--- src/rtl/core/bsfb_pkg.sv ---
// bsfb_pkg: shared types and constants of the byte stuffing frame builder
// no dependencies; used by every module under rtl/core
package bsfb_pkg;

	localparam int MAX_RUN   = 9;
	localparam int RUN_CNT_W = $clog2(MAX_RUN + 1);
	localparam int HDR_LEN   = 4;
	localparam int CFG_IDX_W = 2;

	// register indexes of the configuration port
	localparam logic [CFG_IDX_W-1:0] REG_FLAG   = 2'd0;
	localparam logic [CFG_IDX_W-1:0] REG_ESCAPE = 2'd1;
	localparam logic [CFG_IDX_W-1:0] REG_MASK   = 2'd2;

	localparam logic [7:0] FLAG_RESET   = 8'h7E;
	localparam logic [7:0] ESCAPE_RESET = 8'h7D;
	localparam logic [7:0] MASK_RESET   = 8'h20;

	typedef struct packed {
		logic [7:0] payload_byte;
		logic       first_of_packet;
		logic       last_of_packet;
		logic [7:0] frame_address;
		logic [7:0] frame_control;
	} in_item_t;

	typedef struct packed {
		logic [7:0] line_byte;
		logic       last_of_run;
		logic       frame_end;
	} out_item_t;

	typedef struct packed {
		logic [7:0] flag_byte;
		logic [7:0] escape_byte;
		logic [7:0] stuff_mask;
	} cfg_t;

	// all line bytes caused by one item, slot 0 goes out first
	typedef struct packed {
		logic [MAX_RUN-1:0][7:0]  bytes;
		logic [RUN_CNT_W-1:0]     count;
		logic                     closes;
	} run_t;

endpackage

--- src/rtl/core/bsfb_run_build.sv ---
// bsfb_run_build: expands one registered input item into its run of line bytes
// and keeps the running xor check; depends on bsfb_pkg
module bsfb_run_build (
	input  logic                clk,
	input  logic                arst_n,
	input  bsfb_pkg::cfg_t      cfg,
	input  bsfb_pkg::in_item_t  item_s1,
	input  logic                move,
	output bsfb_pkg::run_t      run
);

	logic [7:0]                     check_q;
	logic [7:0]                     chk;
	logic                           dstuff;
	logic                           cstuff;
	logic [bsfb_pkg::RUN_CNT_W-1:0] off0;
	logic [bsfb_pkg::RUN_CNT_W-1:0] off1;
	logic [bsfb_pkg::RUN_CNT_W-1:0] off2;

	always_comb begin
		chk    = item_s1.first_of_packet ? item_s1.payload_byte
		                                 : (check_q ^ item_s1.payload_byte);
		dstuff = (item_s1.payload_byte == cfg.flag_byte) ||
		         (item_s1.payload_byte == cfg.escape_byte);
		cstuff = (chk == cfg.flag_byte) || (chk == cfg.escape_byte);
		off0   = item_s1.first_of_packet ? bsfb_pkg::RUN_CNT_W'(bsfb_pkg::HDR_LEN) : '0;
		off1   = off0 + (dstuff ? bsfb_pkg::RUN_CNT_W'(2) : bsfb_pkg::RUN_CNT_W'(1));
		off2   = off1 + (cstuff ? bsfb_pkg::RUN_CNT_W'(2) : bsfb_pkg::RUN_CNT_W'(1));
	end

	always_comb begin
		run.closes = item_s1.last_of_packet;
		run.count  = item_s1.last_of_packet ? (off2 + bsfb_pkg::RUN_CNT_W'(1)) : off1;
		for (int i = 0; i < bsfb_pkg::MAX_RUN; i++) begin
			run.bytes[i] = '0;
			if (item_s1.first_of_packet && i == 0)
				run.bytes[i] = cfg.flag_byte;
			if (item_s1.first_of_packet && i == 1)
				run.bytes[i] = item_s1.frame_address;
			if (item_s1.first_of_packet && i == 2)
				run.bytes[i] = item_s1.frame_control;
			if (item_s1.first_of_packet && i == 3)
				run.bytes[i] = item_s1.frame_address ^ item_s1.frame_control;
			if (bsfb_pkg::RUN_CNT_W'(i) == off0)
				run.bytes[i] = dstuff ? cfg.escape_byte : item_s1.payload_byte;
			if (dstuff && bsfb_pkg::RUN_CNT_W'(i) == off0 + bsfb_pkg::RUN_CNT_W'(1))
				run.bytes[i] = item_s1.payload_byte ^ cfg.stuff_mask;
			if (item_s1.last_of_packet && bsfb_pkg::RUN_CNT_W'(i) == off1)
				run.bytes[i] = cstuff ? cfg.escape_byte : chk;
			if (item_s1.last_of_packet && cstuff &&
			    bsfb_pkg::RUN_CNT_W'(i) == off1 + bsfb_pkg::RUN_CNT_W'(1))
				run.bytes[i] = chk ^ cfg.stuff_mask;
			if (item_s1.last_of_packet && bsfb_pkg::RUN_CNT_W'(i) == off2)
				run.bytes[i] = cfg.flag_byte;
		end
	end

	// check restarts on a first byte and clears after the closing flag
	always_ff @(posedge clk or negedge arst_n) begin
		if (!arst_n) begin
			check_q <= '0;
		end else if (move) begin
			check_q <= item_s1.last_of_packet ? 8'h00 : chk;
		end
	end

endmodule

--- src/rtl/core/bsfb_serializer.sv ---
// bsfb_serializer: holds one run and sends it out a byte per cycle through
// the result register while the receiver is ready; depends on bsfb_pkg
module bsfb_serializer (
	input  logic                clk,
	input  logic                arst_n,
	input  bsfb_pkg::run_t      run,
	input  logic                run_valid,
	output logic                take,
	output logic                result_valid,
	input  logic                result_ready,
	output bsfb_pkg::out_item_t result
);

	bsfb_pkg::run_t                 run_s2;
	logic                           valid_s2;
	logic [bsfb_pkg::RUN_CNT_W-1:0] idx_q;
	logic                           out_valid_q;
	bsfb_pkg::out_item_t            out_q;
	logic                           load_out;
	logic                           at_end;

	always_comb begin
		load_out = valid_s2 && (!out_valid_q || result_ready);
		at_end   = (idx_q == run_s2.count - bsfb_pkg::RUN_CNT_W'(1));
		take     = !valid_s2 || (load_out && at_end);
	end

	always_ff @(posedge clk or negedge arst_n) begin
		if (!arst_n) begin
			valid_s2    <= 1'b0;
			idx_q       <= '0;
			out_valid_q <= 1'b0;
		end else begin
			if (take) begin
				valid_s2 <= run_valid;
				idx_q    <= '0;
			end else if (load_out) begin
				idx_q <= idx_q + bsfb_pkg::RUN_CNT_W'(1);
			end
			if (load_out)
				out_valid_q <= 1'b1;
			else if (result_ready)
				out_valid_q <= 1'b0;
		end
	end

	always_ff @(posedge clk) begin
		if (take && run_valid)
			run_s2 <= run;
		if (load_out) begin
			out_q.line_byte   <= run_s2.bytes[idx_q];
			out_q.last_of_run <= at_end;
			out_q.frame_end   <= at_end && run_s2.closes;
		end
	end

	assign result_valid = out_valid_q;
	assign result       = out_q;

endmodule

--- src/rtl/core/byte_stuffing_frame_builder_unit.sv ---
// byte_stuffing_frame_builder_unit: top level of the hdlc style frame encoder
// depends on bsfb_pkg, bsfb_run_build and bsfb_serializer
//
// Takes one payload byte per item and turns it into 1 to 9 line bytes: a first
// byte opens the frame with flag, address, control and header check; every
// payload byte that equals the flag or escape value goes out as escape plus the
// byte xor the stuff mask; a last byte adds the stuffed running xor check and
// a closing flag. Output runs one line byte per cycle unless stalled, so an
// item holds the line for its line bytes: 1 for a plain byte, 2 for a stuffed
// one, up to 9 for a one byte packet. The serializer sets the rate. Items
// enter an input register, are expanded into a full run in one pass and move
// into the serializer while the prior run is still being sent, so without
// stalls plain bytes flow at one item per cycle with no bubbles. Configuration
// writes are taken at any time but are meant only for an idle block.
module byte_stuffing_frame_builder_unit (
	input  logic                                clk,
	input  logic                                arst_n,
	input  logic                                item_valid,
	output logic                                item_ready,
	input  bsfb_pkg::in_item_t                  item,
	output logic                                result_valid,
	input  logic                                result_ready,
	output bsfb_pkg::out_item_t                 result,
	input  logic                                cfg_we,
	input  logic [bsfb_pkg::CFG_IDX_W-1:0]      cfg_index,
	input  logic [7:0]                          cfg_data
);

	bsfb_pkg::cfg_t     cfg_q;
	bsfb_pkg::in_item_t item_s1;
	logic               valid_s1;
	bsfb_pkg::run_t     run;
	logic               run_take;

	// configuration registers, plain write port
	always_ff @(posedge clk or negedge arst_n) begin
		if (!arst_n) begin
			cfg_q.flag_byte   <= bsfb_pkg::FLAG_RESET;
			cfg_q.escape_byte <= bsfb_pkg::ESCAPE_RESET;
			cfg_q.stuff_mask  <= bsfb_pkg::MASK_RESET;
		end else if (cfg_we) begin
			unique case (cfg_index)
				bsfb_pkg::REG_FLAG:   cfg_q.flag_byte   <= cfg_data;
				bsfb_pkg::REG_ESCAPE: cfg_q.escape_byte <= cfg_data;
				bsfb_pkg::REG_MASK:   cfg_q.stuff_mask  <= cfg_data;
				default: ;
			endcase
		end
	end

	// input register; frees up as soon as its run moves into the serializer
	assign item_ready = !valid_s1 || run_take;

	always_ff @(posedge clk or negedge arst_n) begin
		if (!arst_n) begin
			valid_s1 <= 1'b0;
		end else if (item_ready) begin
			valid_s1 <= item_valid;
		end
	end

	always_ff @(posedge clk) begin
		if (item_ready && item_valid)
			item_s1 <= item;
	end

	// run expansion and running check
	bsfb_run_build u_build (
		.clk     (clk),
		.arst_n  (arst_n),
		.cfg     (cfg_q),
		.item_s1 (item_s1),
		.move    (valid_s1 && run_take),
		.run     (run)
	);

	// byte per cycle output with result register, while the receiver is ready
	bsfb_serializer u_ser (
		.clk          (clk),
		.arst_n       (arst_n),
		.run          (run),
		.run_valid    (valid_s1),
		.take         (run_take),
		.result_valid (result_valid),
		.result_ready (result_ready),
		.result       (result)
	);

	// a closing flag is always the last byte of its run
	a_end_is_last: assert property (@(posedge clk) disable iff (!arst_n)
		result_valid && result.frame_end |-> result.last_of_run)
		else $error("closing flag not at end of run");

	// a full input register that is not draining blocks new items
	a_ready_blocked: assert property (@(posedge clk) disable iff (!arst_n)
		!item_ready |-> valid_s1 && !run_take)
		else $error("input stalled without reason");

	// an accepted item reaches the input register on the next edge
	a_accept_fills: assert property (@(posedge clk) disable iff (!arst_n)
		item_valid && item_ready |=> valid_s1)
		else $error("accepted item lost");

	// a run that moves on always has at least one byte
	a_run_nonempty: assert property (@(posedge clk) disable iff (!arst_n)
		valid_s1 |-> run.count != '0)
		else $error("empty run built");

endmodule

--- config.mk ---
export PLATFORM = sky130hd
export DESIGN_NAME = byte_stuffing_frame_builder_unit
export DESIGN_NICKNAME = d
export VERILOG_FILES = /design/src/rtl/core/bsfb_pkg.sv /design/src/rtl/core/bsfb_run_build.sv /design/src/rtl/core/bsfb_serializer.sv /design/src/rtl/core/byte_stuffing_frame_builder_unit.sv
export SDC_FILE = /design/constraint.sdc
export NUM_CORES = 1
export LEC_CHECK = 0
export BUFFER_PORTS_ARGS = -buffer_cell sky130_fd_sc_hd__buf_2
export CAP_MARGIN = 20
export CORE_MARGIN = 1.5
export CORE_UTILIZATION = 40
export CTS_CLUSTER_DIAMETER = 30
export CTS_CLUSTER_SIZE = 30
export DETAILED_ROUTE_END_ITERATION = 7
export PLACE_DENSITY = 0.63
export SKIP_CTS_REPAIR_TIMING = 1
export SLEW_MARGIN = 0
export SYNTH_ARGS = -nofsm -noshare
export SYNTH_HDL_FRONTEND = slang
export SYNTH_SLANG_ARGS = --single-unit
--- constraint.sdc ---
create_clock -name clk -period 5 [get_ports clk]
set_clock_uncertainty 0.1 [all_clocks]
set_input_delay 0.5 -clock clk [delete_from_list [all_inputs] [get_ports clk]]
set_output_delay 0.5 -clock clk [all_outputs]
set_load 0.03 [all_outputs]
## Yosys cells after proc, flatten, opt, wreduce, memory -nomap -nowiden

Index checks and enable logic that the tools add are counted.

- Eq/ne operators: 47
- Add/sub/neg operators: 7
- Shift-type cells: 0
- Divide/modulo/power cells: 0
- $mul: 0
- Multiplexer cells: 63
- Bitwise operators: 4
- Order comparisons: 1
- Reductions and logical operators: 61

Operator list:

| cell | count |
|---|---|
| 8-bit two-way mux | 54 |
| 3-bit by 4-bit equality test with 1-bit output, first input constant | 20 |
| 1-bit logical AND | 42 |
| 2-bit by 4-bit equality test with 1-bit output, first input constant | 10 |
| 8-bit binary-select mux with 4-bit select | 1 |
| 8-bit equality test | 4 |
| 8-bit XOR | 4 |
| 1-bit by 4-bit equality test with 1-bit output, first input constant | 5 |
| 4-bit equality test, first input constant | 5 |
| 4-bit zero test | 5 |
| 4-bit by 1-bit adder with 4-bit output, second input constant | 4 |
| 4-bit two-way mux | 3 |
| 4-bit adder | 2 |
| 2-bit AND reduction | 3 |
| 1-bit logical OR | 5 |
| 4-bit by 5-bit < comparator with 1-bit output, second input constant | 1 |
| 4-bit equality test | 1 |
| 2-bit two-way mux | 2 |
| 2-bit nonzero test | 2 |
| 4-bit by 1-bit subtractor with 4-bit output, second input constant | 1 |
| 1-bit zero test | 3 |
| 3-bit two-way mux | 1 |
| 2-bit by 1-bit equality test with 1-bit output, second input constant | 1 |
| 2-bit equality test, second input constant | 1 |
| 2 further kinds | 3 |

- Memories: 0
- Bits of input ports: 41
- RAM bits: 0
- Output and inout bits: 12
- Logic and storage cells: 210
- Bits in latches: 0
- Bits in registers: 152
- Memory bits (read-only): 0

## Logic depth before layout (Yosys ltp)

- Word-level depth: 9
- Depth in mapped cells: 18
- Depth with buffers taken out: 14

## Cells and area by module

Synthesis repeated with hierarchy kept, for this count alone.

- Cell total of the unflattened synthesis: 744
- Area, all modules: 8567.0 µm²

Modules (own cells, without submodules):

| module | cells each | times used | area an instance (µm²) | seq. area each (µm²) |
|---|---|---|---|---|
| bsfb_serializer | 201 | 1 | 3673.5 | 2762.6 |
| bsfb_run_build | 461 | 1 | 3134.3 | 200.2 |
| byte_stuffing_frame_builder_unit | 82 | 1 | 1759.2 | 1422.6 |

## Least setup slack after synthesis

Ideal clock, no wire load.

- Kind: register to register
- Start: reg cfg_q[11] (netlist bit)
- End: reg u_ser.run_s2[45] (netlist bit) (data pin)
- Buffers on the path: 4
- Cell stages (with the launch flop): 16
- Period minus slack after synthesis: 3.986 ns
- Path slack: 1.014 ns
- Arrival: 3.622 ns
- Setup time: 0.264 ns
- Required time: 4.636 ns
- Cells stage by stage: dfstp_2 > clkbuf_1 > xnor3_1 > o211ai_1 > nor4_4 > nor2_4 > buf_6 > ha_1 > buf_2 > a31oi_1 > and3_1 > and3_1 > clkbuf_1 > nand3b_1 > a2bb2oi_1 > o21ai_0

RTL lines:

| item | line | RTL |
|---|---|---|
| start: declaration | byte_stuffing_frame_builder_unit.sv:29 | `bsfb_pkg::cfg_t cfg_q;` |
| end signal: assignment | bsfb_serializer.sv:49 | `run_s2 <= run;` |
| end: declaration | bsfb_serializer.sv:14 | `bsfb_pkg::run_t run_s2;` |

==> flow_metrics.py <==
metrics = {
    "routing": {
        "remaining_drc_errors": 0,
        "vias": 5729,
        "antenna_left": 0,
        "routedWlPerCell_um": 20.7,
        "dr.pass1.iters": 5,
        "drtIter0Drc": 564,
        "vias_per_cell": 5.71,
        "totalWireLength_um": 20800,
    },
    "clock_tree": {
        "cts_tree": "built",
        "htreeDepth": 4,
        "clock_sinks": 152,
        "clk_latency_ns": 0.43,
        "cts_root_buf": "clkbuf_16",
        "clk_pin_slew_ns": 0.06,
        "clk_path_buf_depth": 2,
        "cts_made_buffers": 17,
    },
    "global_route": {
        "gr-total-overflow": 0,
        "grt_pass1_wl_um": 32300,
        "antenna_found_initial": 0,
        "grt_max_degree": 43,
        "grt_usage": 0.197,
        "grt_pass1_vias": 5617,
    },
    "yosys": {
        "syn_area_um2": 8340,
        "syn-num-nets": 741,
        "synth-edff-count": 113,
        "async_flop_share": 0.257,
        "synth_seq_area_share": 0.526,
        "synth_cell_types": 56,
        "synth_ff_type": "edfxtp_1",
        "syn_avg_cell_area_um2": 12.0,
        "synthCells": 693,
        "synth_seq_cells": 152,
        "synth_warnings": 0,
    },
    "timing": {
        "tightestPinTransition_ns": 0.976,
        "drv_slew": 0,
        "finalHoldViolations": 0,
        "maxSlewHeadroom": 0.350,
        "period_minus_slack_ns": 4.60,
        "rsz0062_at_grt": "false",
        "tns_ns": 0,
        "finalSetupViolCount": 0,
        "timing.final.crit_share": 0.920,
        "fmax_mhz": 217,
        "worst_slack_ns": 0.398,
    },
    "job": {
        "cap_viol_max_count": 0,
    },
    "pwr": {
        "vdd_drop_max_mv": 0.247,
        "p_leak_uw": 0.00347,
        "power_density_nw_per_um2": 475,
        "power.total_uw": 4500,
    },
    "floorplanning": {
        "core_um2": 20400,
        "die_x_um": 147,
        "ioPinCount": 53,
        "die-area_um2": 21700,
        "start_util": 0.410,
        "die_y_um": 147,
        "row_count": 52,
    },
    "placed_design": {
        "numPortBuffers": 52,
        "place_hpwl_um": 15100,
        "gp_congestion": 0.899,
        "place_ws_ns": 0.333,
        "dp.cells": 970,
    },
    "layout": {
        "num-fill-cells": 1793,
        "drive_above_1_share": 0.228,
        "fin_cells": 1004,
        "area_delta_synth_final_pct": 13.4,
        "antenna_cells": 0,
        "finalNetCount": 769,
    },
    "setup_path": {
        "cp.required_ns": 5.07,
        "r2r_cells": 12,
        "critPathCaptureType": "flop",
        "crit_type": "flop to flop",
        "rr_startpoint": "item_s1[17]$_DFFE_PP_",
        "critPathMaxFanout": 15,
        "start_kind": "flop",
        "critical_path.startpoint": "item_s1[17]$_DFFE_PP_",
        "critical_path_arrival_ns": 4.67,
    },
    "worst_hold_path": {
        "min_path_type": "input port to async pin",
    },
    "run_status": {
        "status": "finished clean",
    },
}
==> power breakdown <==
group	switching, uW	total (uW)	internal (uW)
Sequential	251	1870	1620
Combinational	681	1220	541
Clock	533	1400	868
==> worst max-delay path, cell delays in order, from the launching register on <==
cell and delay, ns:
edfxtp_1 0.60, nor2b_1 0.47, xor2_1 0.20, nand2_1 0.11, nor4_4 0.52, nor2_4 0.19, ha_1 0.43, a31oi_1 0.46
and3_1 0.27, and3_1 0.35, nand3b_1 0.34, a2bb2oi_1 0.19, o21ai_0 0.09
==> path summary, 6_finish.rpt <==
kind	slack (ns)	end
worst min-delay path	0.10	cfg_q[4]$_DFFE_PN0P_
worst max register to register	0.40	u_ser.run_s2[45]$_DFFE_PP_
min in group clk	0.15	item_s1[24]$_DFFE_PP_
worst min register to register	0.40	u_ser.valid_s2$_DFFE_PN0P_
worst max-delay path	0.40	u_ser.run_s2[45]$_DFFE_PP_
max in group asynchronous	4.10	valid_s1$_DFFE_PN0N_
==> state kept, by name, summed over array words and instances, names as in the netlist <==
| name | flops |
|---|---|
| cfg_q | 24 |
| u_ser.run_s2 | 77 |
| item_s1 | 26 |
| u_build.check_q | 8 |
| u_ser.result_valid | 1 |
| u_ser.idx_q | 4 |
| u_ser.valid_s2 | 1 |
| u_ser.result | 10 |
| valid_s1 | 1 |
==> synthesized netlist by cell type (8+ instances only) <==
cell type / number / area, um2
mux4_2: 16 / 360
dfrtp_1: 26 / 651
and2_1: 17 / 106
nor2_1: 32 / 120
xor2_1: 25 / 219
nand2b_1: 12 / 75.1
clkbuf_1: 33 / 124
mux2_2: 25 / 282
mux2i_1: 27 / 270
a22o_1: 8 / 70.1
edfxtp_1: 113 / 3390
inv_1: 9 / 33.8
a21oi_1: 32 / 160
dfstp_2: 13 / 342
nor2b_1: 9 / 56.3
nand2_1: 61 / 229
a32oi_1: 8 / 70.1
o21ai_0: 48 / 240
buf_2: 16 / 80.1
nor3_1: 8 / 40.0
a221oi_1: 14 / 123
xnor2_1: 37 / 324
==> cell families after synthesis <==
| kind of cell | synth area share |
|---|---|
| buffers and inverters | 0.0378 |
| muxes | 0.109 |
| AOI/OAI and AO/OA | 0.115 |
| DFF | 0.526 |
| adders and majority gates | 0.0105 |
| xor gates and xnor gates | 0.0897 |
| and+or+nand+nor | 0.112 |
==> per-stage QoR <==
step / util / instance area, um2 / hold slack, ns
floorplan: - / 8340 / 0.104
global placement: 0.432 / 8790 / 0.378
detailed placement: 0.432 / 8790 / 0.397
CTS: 0.464 / 9440 / 0.127
global route: 0.465 / 9460 / 0.128
finish: 0.465 / 9460 / 0.103
==> cell usage in the layout, fill, tap and decap left out, types with 4 or more instances in the layout <==
master / n
edfxtp_1: 113
nand2_1: 61
buf_2: 52
o21ai_0: 48
xnor2_1: 37
nor2_1: 32
a21oi_1: 32
mux2i_1: 27
dfrtp_1: 26
xor2_1: 25
mux2_2: 25
clkbuf_16: 19
and2_1: 17
mux4_2: 16
a221oi_1: 14
buf_4: 14
dfstp_2: 13
nand2b_1: 12
nor2b_1: 8
inv_1: 8
nor3_1: 8
a22o_1: 8
a32oi_1: 8
xnor3_1: 7
o211ai_1: 7
o221ai_1: 7
o41ai_1: 7
ha_1: 7
o21ai_1: 6
or3_1: 6
nand4_1: 5
a31oi_1: 5
nor4b_1: 4
and3_1: 4
==> area by class of cell <==
class                           instances  area (um2)  area share
Clock buffer                           21         493      0.0521
Clock inverter                         11         158      0.0167
Inverter                               10        37.5     0.00397
Multi-Input combinational cell        472        3650       0.386
Sequential cell                       152        4390       0.464
Tap cell                              270         338      0.0357
Timing Repair Buffer                   68         397      0.0419
==> per-layer routing <==
metal,vias to the layer above,track usage,wire length (um)
met2,241,0.317,9930
met3,23,0.0355,1410
met4,0,0.0575,271
met1,2830,0.272,9190
met5,-,0,0
li1,2635,-,-
Power figures use the tool's default switching activity.
